[config.mk]
export PLATFORM = sky130hd
export DESIGN_NAME = qvr_round_sat
export DESIGN_NICKNAME = d
export VERILOG_FILES = /design/src/rtl/core/quaternion_vector_rotation_macros.svh /design/src/rtl/core/qvr_pkg.sv /design/src/rtl/core/qvr_round_sat.sv
export SDC_FILE = /design/constraint.sdc
export NUM_CORES = 1
export LEC_CHECK = 0
export ABC_AREA = 1
export BUFFER_PORTS_ARGS = -buffer_cell sky130_fd_sc_hd__buf_4
export CAP_MARGIN = 20
export CORE_UTILIZATION = 45
export CTS_CLUSTER_DIAMETER = 80
export DETAILED_ROUTE_END_ITERATION = 8
export GPL_TIMING_DRIVEN = 0
export PLACE_DENSITY = 0.8
export SLEW_MARGIN = 20
export SYNTH_ARGS = -nofsm -noshare
export SYNTH_HDL_FRONTEND = slang
export SYNTH_SLANG_ARGS = --single-unit
export TNS_END_PERCENT = 100
[constraint.sdc]
create_clock -name clock -period 4.4 [get_ports clock]
set_clock_uncertainty 0.05 [all_clocks]
set_input_delay 0.66 -clock clock [delete_from_list [all_inputs] [get_ports clock]]
set_output_delay 0.66 -clock clock [all_outputs]
set_load 0.01 [all_outputs]
[src/rtl/core/quaternion_vector_rotation_macros.svh]
// assertion macros for the quaternion rotation core
// no dependencies; included by the top level only
`ifndef QUATERNION_VECTOR_ROTATION_MACROS_SVH
`define QUATERNION_VECTOR_ROTATION_MACROS_SVH

`ifndef SYNTHESIS
`define QVR_ASSERT_IMPL(label, clk, rst, ante, cons) \
   label: assert property (@(posedge clk) disable iff (rst) (ante) |-> (cons)) \
      else $error("same-cycle implication check failed");
`define QVR_ASSERT_NEXT(label, clk, rst, ante, cons) \
   label: assert property (@(posedge clk) disable iff (rst) (ante) |=> (cons)) \
      else $error("next-cycle implication check failed");
`else
`define QVR_ASSERT_IMPL(label, clk, rst, ante, cons)
`define QVR_ASSERT_NEXT(label, clk, rst, ante, cons)
`endif

`endif

[src/rtl/core/qvr_pkg.sv]
// types and constants shared by the quaternion rotation core
// no dependencies
`default_nettype none

package qvr_pkg;

   typedef logic signed [15:0] comp_type;
   typedef logic signed [31:0] mid_type;
   typedef logic signed [47:0] wide_type;
   typedef logic signed [19:0] rnd_type;

   localparam comp_type Q_ONE      = 16'sd16384;
   localparam comp_type Q_MINUS    = -16'sd16384;
   localparam int       OUT_SHIFT  = 28;
   localparam wide_type ROUND_BIAS = wide_type'(48'sd1 <<< (OUT_SHIFT - 1));
   localparam rnd_type  RESULT_MAX = 20'sd32767;
   localparam rnd_type  RESULT_MIN = -20'sd32768;

   typedef struct packed {
      comp_type vec_x;
      comp_type vec_y;
      comp_type vec_z;
      comp_type quat_w;
      comp_type quat_x;
      comp_type quat_y;
      comp_type quat_z;
   } req_type;

   typedef struct packed {
      comp_type rot_x;
      comp_type rot_y;
      comp_type rot_z;
      logic     clipped;
   } rsp_type;

   // quaternion plus the product v * conj(q)
   typedef struct packed {
      comp_type q_w;
      comp_type q_x;
      comp_type q_y;
      comp_type q_z;
      mid_type  t_w;
      mid_type  t_x;
      mid_type  t_y;
      mid_type  t_z;
   } half_type;

   // exact vector part of q * t, Q.39
   typedef struct packed {
      wide_type p_x;
      wide_type p_y;
      wide_type p_z;
   } full_type;

   function automatic comp_type clamp_q(comp_type v);
      comp_type r;
      r = v;
      if (v > Q_ONE) r = Q_ONE;
      if (v < Q_MINUS) r = Q_MINUS;
      return r;
   endfunction

endpackage

`default_nettype wire

[src/rtl/core/qvr_round_sat.sv]
// rounding to Q4.11 and saturation, with the output register
// depends on qvr_pkg
`default_nettype none

module qvr_round_sat (
   input  wire logic             clock,
   input  wire logic             reset,
   input  wire logic             in_valid,
   input  qvr_pkg::full_type     in_data,
   output logic                  in_stall,
   output logic                  out_valid,
   output qvr_pkg::rsp_type      out_data,
   input  wire logic             out_stall
);
   import qvr_pkg::*;

   logic    rsp_valid_ff;
   rsp_type rsp_in;
   rsp_type rsp_ff;
   logic    rsp_ready;
   logic    clip_x, clip_y, clip_z;

   // {saturated flag, value}; round half up is add half lsb then floor
   function automatic logic [16:0] round_sat(wide_type p);
      wide_type biased;
      rnd_type  shifted;
      logic [16:0] r;
      biased  = p + ROUND_BIAS;
      shifted = rnd_type'(biased >>> OUT_SHIFT);
      r = {1'b0, shifted[15:0]};
      if (shifted > RESULT_MAX) r = {1'b1, 16'h7fff};
      if (shifted < RESULT_MIN) r = {1'b1, 16'h8000};
      return r;
   endfunction

   assign rsp_ready = !rsp_valid_ff || !out_stall;
   assign in_stall  = !rsp_ready;
   assign out_valid = rsp_valid_ff;
   assign out_data  = rsp_ff;

   always_comb begin
      {clip_x, rsp_in.rot_x} = round_sat(in_data.p_x);
      {clip_y, rsp_in.rot_y} = round_sat(in_data.p_y);
      {clip_z, rsp_in.rot_z} = round_sat(in_data.p_z);
      rsp_in.clipped = clip_x | clip_y | clip_z;
   end

   always_ff @(posedge clock) begin
      if (reset) begin
         rsp_valid_ff <= 1'b0;
      end else if (rsp_ready) begin
         rsp_valid_ff <= in_valid;
      end
   end

   always_ff @(posedge clock) begin
      if (rsp_ready && in_valid) begin
         rsp_ff <= rsp_in;
      end
   end

endmodule

`default_nettype wire

Yosys cells after proc, flatten, opt, wreduce, memory -nomap -nowiden
Cells that the tools add are included.
{ "totals": {"regBits": 50, "in_bits": 148, "out_inout_bits": 51} }
{ "classes": {"n_reduce_logical": 5, "addsub": 3, "n_mux": 6, "n_bitwise": 2, "n_lt_le_gt_ge": 6} }
{ "op_table": {"columns": ["op", "count"], "rows": [
  ["adder 48 x 29 -> 48 bit (second input constant)", 3],
  ["2-to-1 mux 17 bit", 6],
  ["greater-than comparator 20 x 16 -> 1 bit (second input constant)", 3],
  ["less-than comparator 20 x 16 -> 1 bit (second input constant)", 3],
  ["logical NOT 1 bit", 3],
  ["OR 1 bit", 2],
  ["logical AND 1 bit", 1],
  ["logical OR 1 bit", 1]
]} }

Logic depth before layout (Yosys ltp)
Gate-level depths: netlist of the first run.
{ "logic_depth": {"word_depth": 6, "ltp_mapped": 14} }

Worst setup path before layout of the first run
No wires, ideal clock.
{ "synth_path": {"path_kind": "input to register", "from": "input port out_stall", "to": "register rsp_ff (netlist bit out_data[0]) (enable)", "path_slack_ps": 1025, "setup_ps": 456, "stages": 3, "n_path_buf": 0, "t_arrival_ps": 2869, "path_cell_list": "nand2_1 > inv_1 > nor2_1"} }
{ "synth_via": {"elab_chain_cells": 3} }
{ "synth_lines": {"columns": ["item", "line", "text"], "rows": [
  ["start: declaration", "qvr_round_sat.sv:13", "input wire logic out_stall"],
  ["logical NOT 1 bit", "qvr_round_sat.sv:36", "assign rsp_ready = !rsp_valid_ff || !out_stall;"],
  ["logical OR 1 bit", "qvr_round_sat.sv:36", null],
  ["logical AND 1 bit", "qvr_round_sat.sv:57", "if (rsp_ready && in_valid) begin"],
  ["end signal: assignment", "qvr_round_sat.sv:58", "rsp_ff <= rsp_in;"],
  ["end: declaration", "qvr_round_sat.sv:19", "rsp_type rsp_ff;"]
]} }
Every way passes these cells.
A chain may end at the register's enable or synchronous reset.

Worst setup path in the final report of the first run
{ "layout_path": {"from": "input port in_data[123] (netlist bit)", "to": "register rsp_ff (netlist bit out_data[42]) (data pin)"} }
{ "layout_via": {"elab_chain_cells": 3, "elab_cells_between_ends": 4} }
{ "layout_lines": {"columns": ["item", "line", "text"], "rows": [
  ["start: declaration", "qvr_round_sat.sv:9", "input qvr_pkg::full_type in_data,"],
  ["adder 48 x 29 -> 48 bit *", "qvr_round_sat.sv:28", "biased = p + ROUND_BIAS;"],
  ["greater-than comparator 20 x 16 -> 1 bit", "qvr_round_sat.sv:31", "if (shifted > RESULT_MAX) r = {1'b1, 16'h7fff};"],
  ["2-to-1 mux 17 bit", "qvr_round_sat.sv:31", null]
]} }
Every way passes the cells marked *; elsewhere a longest branch is shown, timed or not.

==> out/results.tsv, run 1 <==
metric	value	unit
status	finished clean	
setup_violations	0	
ys_seq_area_share	40.2	%
vias_per_cell	4.83	
p_seq_share	46.2	%
swShare	25.3	%
post_cts_resized	0	
rows	32	
async_flop_share	0	%
firstDrtPassIters	4	
fin_crit_sh	50.6	%
cpPeakStageDelay	0.19	ns
syn_inst	415	
worstSetupEndpoint	out_data[42]	
dp_hpwl	6.64	mm
r2r_cells	4	
synth.distinct_cells	33	
path_class	primary input to register	
wirelength	7.85	mm
area_delta_synth_final	31.7	%
synth_top_cell_area_share	39.6	%
post_drt_wl_per_cell	12.2	um
drc	0	
numCtsBuffers	5	
cts_hold_buf	0	
drtIter0Drc	157	
cts_tree	built	
io_pins	199	
die_h	92.8	um
p_leak	2.01	nW
grt_pass1_wl	12.9	mm
fill_cells	649	
clkSlewWorstSetupHoldPaths	0.09	ns
cpMostUsedCell	nand2_1	
synth_area_leader_cell	edfxtp_1	
tightest_slew	0.731	ns
grt_pass1_vias	2876	
min_path_type	register to register	
post-synth-top-count-cell	nand2_1	
final_max_slew_viol_count	0	
start_util	47.3	%
tns	0	ns
r2r_start	out_valid	
crit_buf_inv	2	
num_antenna_cells	0	
ant_nets	0	
cp-start-kind	primary input	
cts_setup_buffers	0	
synth_common_cells	103 x nand2_1, 49 x edfxtp_1, 33 x nor2_1	
layout-drive-gt1-share	41.4	%
yosys_warnings	0	
cp_data_required_time	4.40	ns
synth_edf_count	49	
cap_violations	0	
cp_max_fo	10	
synth.area.top_cells	edfxtp_1 40%, nand2_1 10%, a21oi_2 7.3%	
syn_avg_cell_area	8.95	sq um
gp_congestion	0.842	
r2r-end	out_data[8]	
grt_max_degree	27	
antenna_found_initial	0	
end_kind	register	
cts.path.max_buffers	2	
internal-power	930	uW
cts_root_buf	clkbuf_8	
final_core_util	62.3	%
syn-num-nets	566	
path_depth	12	
cp_slowest_cell	o21ai_0	
grt_overflow	0	
portBuffers	117	
core-area	7850	sq um
powerDensity	255	nW/um^2
crit_start	in_data[123]	
hold-worst-slack	0.444	ns
rsz0062_at_grt	no	
clkSinkCount	50	
clk_latency	0.29	ns
dieArea	8620	sq um
dr_total_vias	3107	
ir_drop	0.000152	V
power.switching	315	uW
final_hold_viol_count	0	
seq_area	1490	sq um
track_usage	18.8	%
syn_area	3710	sq um
relSlewSlack	51.2	%
power_frac_comb	23.7	%
die_w	92.8	um
multiInputGateArea	2000	sq um
layout_min_cycle_time	2.23	ns
reg2reg_setup_slack	2.76	ns
ys_ff_latch	50	
critPathArrivalTime	2.23	ns
path_delay_family	simple AND/OR/NAND/NOR gates	
worstPathCellList	buf_4, ha_1, nand2_1, nor2_4, nand3_1, o21ai_0, nand2_1, nor2_1, nand2_1, nand2_2, buf_6, o21ai_1	
synth-main-ff-cell	edfxtp_1	
nNetsFinal	691	
htreeDepth	2	
clkPwrFrac	30.1	%
timing.fmax	0.449	GHz
how the worst min path moves through the flow:
stage | from | endpoint | cells after the start | slack (ns)
global route | reset | out_valid | 2 | 0.44
global placement | out_valid | out_valid | 2 | 0.41
detailed placement | out_valid | out_valid | 2 | 0.43
floorplan | out_valid | out_valid | 2 | 0.44
CTS | reset | out_valid | 2 | 0.45
finish | out_valid | out_valid | 2 | 0.44
cells by family (layout without fill, tap and decap cells):
group                    Yosys count  in the layout  synth area share, %
AO/OA/AOI/OAI                     54             54                 11.1
XOR/XNOR                          45             45                 11.3
adder cells (fa/ha/maj)            3              3                 1.01
buffers and inverters             44            170                 6.07
flip-flops                        50             50                 40.2
AND/OR/NAND/NOR                  219            219                 30.3
state kept, by name, indices dropped and copies added (netlist names):
name / flops
out_valid: 1
out_data: 49
tightest hold or removal path, cell delays in order, from the launching register on:
cell and delay, ns:
dfxtp_1 0.32, nand2_1 0.08, a21oi_1 0.06
final cells by class:
cell class                      instances  area share, %
Multi-Input combinational cell        321           41.0
Sequential cell                        50           30.5
Timing Repair Buffer                  118           18.5
Inverter                               38           2.97
Tap cell                              102           2.61
Buffer                                  6           1.64
Clock buffer                            5           1.41
Clock inverter                          3           1.41
power by group through the flow:
stage | clock network (mW) | registers [mW] | logic (mW)
detailed placement | 0 | 0.586 | 0.297
global placement | 0 | 0.587 | 0.285
CTS | 0.382 | 0.576 | 0.297
global route | 0.399 | 0.578 | 0.324
finish | 0.375 | 0.575 | 0.295
floorplan | 0 | 0.604 | 0.133
metrics by stage:
step	std cells	instance area (sq um)	total power, mW	setup slack, ns
5_1_grt	643	4890	1.30	2.03
4_1_cts	643	4890	1.26	2.18
3_5_place_dp	635	4750	0.883	1.86
6_report	643	4890	1.24	2.17
2_1_floorplan	415	3710	0.737	1.03
3_3_place_gp	634	4720	0.872	0.223
per-layer routing:
metal / track usage (%) / part of all wire, %
met1: 23.1 / 41
met2: 33.1 / 51
met3: 3.78 / 7.9
met4: 5.38 / 0.80
met5: 0 / 0
layout by cell type, fill, tap and decap left out, types with 2 or more instances in the layout:
cell	count
a21oi_2	31
nor2_1	32
buf_4	117
nand3b_1	4
nor2_2	10
nor3_1	6
a21oi_1	7
nor2_4	16
xor2_1	25
nand2_1	103
inv_1	31
clkbuf_8	5
o21ai_0	8
nand4_1	5
edfxtp_1	49
bufinv_16	2
nand3_1	23
xnor2_1	18
inv_2	6
ha_1	3
buf_6	4
nand2_2	12
o21ai_2	6
nand2_4	4
Power figures use the tool's default switching activity.
==> run 2, diff against run 1 <==
Settings changed: CORE_UTILIZATION 45 to 41, PLACE_DENSITY 0.8 to 0.77.
Clock period 4.4 ns to 2 ns, I/O delays scaled along.
==> run 2 against run 1 <==
  * Die area grew 9.5%
  * Highest routed layer unchanged
  * Global-route usage down 2.2 points
  * First-iteration DRC count is 22% lower
  * Critical endpoint is now out_data[44]
  * Worst setup slack got worse by 2.0 ns
  * Cell count up 1.2%
==> out/results.tsv, run 2 (synthesis results as in run 1) <==
metric	value	unit
status	finished clean	
internal-power	1.92	mW
swShare	26.7	%
start_util	42.4	%
dr_total_vias	3129	
drc	0	
gp_congestion	0.853	
cpPeakStageDelay	0.19	ns
clkSinkCount	50	
powerDensity	535	nW/um^2
grt_max_degree	29	
layout_min_cycle_time	1.88	ns
clkPwrFrac	26.9	%
final_core_util	56.0	%
path_class	primary input to register	
hold-worst-slack	0.0970	ns
vias_per_cell	4.81	
grt_pass1_wl	13.0	mm
cp_data_required_time	2.00	ns
num_antenna_cells	0	
wirelength	7.82	mm
relSlewSlack	47.5	%
cts_root_buf	clkbuf_8	
cp-start-kind	primary input	
track_usage	16.7	%
min_path_type	primary input to register	
dieArea	9440	sq um
timing.fmax	0.533	GHz
power.switching	702	uW
dp_hpwl	6.61	mm
die_w	97.2	um
rsz0062_at_grt	no	
tightest_slew	0.786	ns
die_h	97.2	um
power_frac_comb	24.9	%
grt_pass1_vias	2944	
largest_reg_flops	49	
firstDrtPassIters	5	
seq_area	1490	sq um
setup_violations	0	
ant_nets	0	
rows	34	
final_cell_mix	119 x buf_4, 102 x nand2_1, 49 x edfxtp_1, 32 x nor2_1	
end_kind	register	
final_hold_viol_count	0	
clkSlewWorstSetupHoldPaths	0.09	ns
cap_violations	0	
multiInputGateArea	2020	sq um
grt_overflow	0	
cp_max_fo	10	
worstPathCellList	buf_4, ha_1, nand2_1, nor2_4, nand2_2, nor2_2, nand2_1, o21bai_1, nand2_2, inv_2, o21ai_2, inv_2, buf_8, a21oi_2	
cts.path.max_buffers	2	
cp_slowest_cell	nor2_4	
core-area	8760	sq um
final_max_slew_viol_count	0	
numCtsBuffers	5	
layout-drive-gt1-share	42.0	%
htreeDepth	2	
drtIter0Drc	122	
p_leak	2.02	nW
ir_drop	0.000311	V
fill_cells	815	
clk_latency	0.29	ns
mostFrequentLayoutCell	buf_4	
cts_tree	built	
portBuffers	117	
critPathArrivalTime	1.88	ns
p_seq_share	48.1	%
fin_crit_sh	93.9	%
post_drt_wl_per_cell	12.0	um
antenna_found_initial	0	
area_delta_synth_final	32.1	%
nNetsFinal	693	
io_pins	199	
run 2: metrics by stage:
stage	setup WS, ns	instance area, sq um	power, mW	TNS (ns)	instances
floorplan	0.106	3720	1.62	0	415
global placement	-0.143	4730	1.92	-4.33	640
detailed placement	-0.192	4760	1.94	-6.23	641
CTS	0.131	4870	2.65	0	649
global route	0.0122	4900	2.75	0	651
finish	0.123	4900	2.63	0	651
run 2: final timing paths:
| check | from | end | slack (ns) | cells after the start |
|---|---|---|---|---|
| min | reset | out_valid | 0.1 | 2 |
| max | in_data[124] | out_data[44] | 0.12 | 14 |
| max reg2reg | out_valid | out_data[28] | 0.33 | 4 |
| min reg2reg | out_valid | out_valid | 0.43 | 2 |
run 2: power by group through the flow:
stage	combinational [mW]	sequential, mW	clock, mW
2_1_floorplan	0.295	1.33	0
3_3_place_gp	0.631	1.29	0
3_5_place_dp	0.655	1.29	0
4_1_cts	0.655	1.27	0.728
5_1_grt	0.716	1.27	0.766
6_report	0.655	1.26	0.707
run 2: repair_timing:
| item | in CTS | in global routing |
|---|---|---|
| buffers inserted | 0 | 2 |
| gates resized for setup | 0 | 4 |
| setup endpoints to repair | 0 | 10 |
| hold buffers | 0 | 0 |
run 2: final cells by class:
class,instances,share of cell area [%]
multi-input combinational,321,41.1
sequential,50,30.4
timing repair buffer,120,18.8
inverter,38,2.96
tap,108,2.76
buffer,6,1.71
clock buffer,5,1.40
clock inverter,3,0.893
run 2: metal layers:
layer	GRT usage (%)	up-vias	part of all wire (%)
met5	0	-	0
li1	-	1619	-
met1	19.7	1408	43
met3	4.10	4	6.8
met2	30.0	98	50
met4	4.25	0	0.95
run 2: worst max-delay path, delay by kind of cell:
kind	cells	cell delay, ns
AO/OA/AOI/OAI	3	0.27
buffers and inverters	4	0.44
adder cells (fa/ha/maj)	1	0.17
AND/OR/NAND/NOR	6	0.70
==> run 3, diff against run 2 <==
Clock period 2 ns to 1.55 ns, I/O delays scaled along.
==> run 3 against run 2 <==
  * The flow now finishes with violations (setup timing)
  * Die area unchanged
  * First-iteration DRC count up 9.8%
  * Sequential share of layout area down 4.8 points
  * Register-to-register slack worse by 0.17 ns
  * Cell area up 19%
  * Flip-flop and latch count unchanged
  * Count of clock-buffer cells in the layout up 1
  * Sequential power up 29%
  * Routed wire length up 26%
  * Non-clock buffer count up 52
  * Largest cell class unchanged
==> out/results.tsv, run 3 (synthesis results as in run 1) <==
metric	value	unit
setup_violations	28	
cts_hold_buf	0	
hold-worst-slack	0.0200	ns
fin_crit_sh	109	%
cts.path.max_buffers	2	
num_antenna_cells	0	
critPathArrivalTime	1.79	ns
track_usage	20.0	%
dieArea	9440	sq um
rsz0062_at_grt	yes	
grt_max_degree	25	
final_core_util	66.4	%
cap_violations	0	
ir_drop	0.000375	V
clk_latency	0.30	ns
path_class	primary input to register	
grt_pass1_vias	3267	
rows	34	
dp_hpwl	6.62	mm
dr_total_vias	3480	
final_cell_mix	146 x buf_4, 80 x nand2_1, 49 x edfxtp_1, 35 x a21oi_2, 29 x inv_1	
grt_pass1_wl	15.2	mm
final_max_slew_viol_count	0	
drc	0	
clkSinkCount	50	
cts_root_buf	clkbuf_8	
violations	setup timing	
nNetsFinal	746	
powerDensity	601	nW/um^2
hold_depth	2	
antenna_found_initial	0	
cts_tree	built	
end_kind	register	
tns	-2.23	ns
grt_overflow	0	
gp_congestion	0.889	
core-area	8760	sq um
clkSlewWorstSetupHoldPaths	0.09	ns
tightest_slew	0.631	ns
p_leak	2.45	nW
area_delta_synth_final	56.9	%
die_h	97.2	um
status	finished with violations	
io_pins	199	
cp_data_required_time	1.66	ns
layout-drive-gt1-share	55.0	%
largest_reg_flops	49	
relSlewSlack	57.9	%
vias_per_cell	4.94	
timing.fmax	0.594	GHz
mostFrequentLayoutCell	buf_4	
drtIter0Drc	134	
htreeDepth	2	
cp-start-kind	primary input	
start_util	42.4	%
numCtsBuffers	5	
r2r_cells	4	
min_path_type	primary input to register	
firstDrtPassIters	4	
cp_max_fo	5	
layout_min_cycle_time	1.68	ns
worst_slack	-0.133	ns
final_hold_viol_count	0	
wirelength	9.85	mm
die_w	97.2	um
post_drt_wl_per_cell	14.0	um
portBuffers	117	
ant_nets	0	
## run 3: cell types whose count changed in the layout (fill, tap and decap cells not counted), sizes merged
cell	delta
buf	+49
bufbuf	+2
bufinv	-1
clkbuf	+2
clkinvlp	+2
inv	-2
nor2	+1
## run 3: layout make-up
class / instances / area, sq um
clock buffer: 6 / 72.6
tap: 108 / 135
multi-input combinational: 322 / 2320
buffer: 4 / 70.1
inverter: 38 / 153
fill: 644 / 2940
timing repair buffer: 174 / 1570
sequential: 50 / 1490
clock inverter: 2 / 15.0
## run 3: worst paths after layout
kind                                      to  slack [ns]         from
worst min-delay path               out_valid        0.02        reset
worst min register to register     out_valid        0.43    out_valid
worst max-delay path            out_data[15]       -0.13  in_data[28]
worst max register to register  out_data[21]        0.16    out_valid
## run 3: per-stage QoR
step	total power [mW]	std cells	setup slack (ns)	cell area, sq um
finish	3.50	704	-0.133	5820
global route	3.65	704	-0.200	5820
CTS	3.46	694	-0.0720	5620
detailed placement	2.52	641	-0.562	4820
global placement	2.49	640	-0.525	4790
floorplan	2.10	415	-0.267	3780
## run 3: timing repair
item,CTS,global route
resized for setup,61,39
gates cloned,6,1
buffers inserted,40,12
pin swaps,40,28
setup endpoints to repair,70,46
## run 3: where the power goes
group | switching [mW] | internal [mW]
sequential | 0.0296 | 1.60
clock | 0.446 | 0.319
combinational | 0.547 | 0.551
## run 3: metal layers
metal / global-route usage (%) / wire length, um / vias up
li1: - / - / 1727
met1: 22.6 / 3770 / 1588
met2: 36.6 / 5150 / 146
met3: 4.39 / 697 / 19
met4: 7.12 / 231 / 0
met5: 0 / 0 / -
## run 3: critical path, stage by stage
cell and delay, ns:
buf_8 0.08, buf_4 0.10, nand2_2 0.06, nor2_4 0.14, nand2_4 0.08, nor2_4 0.14
nand2_2 0.08, nand2_1 0.07, nand2_1 0.05, nor2_1 0.10, nand2_1 0.07, nand2_2 0.11
clkinv_4 0.11, buf_6 0.14, buf_12 0.12, a21oi_2 0.10
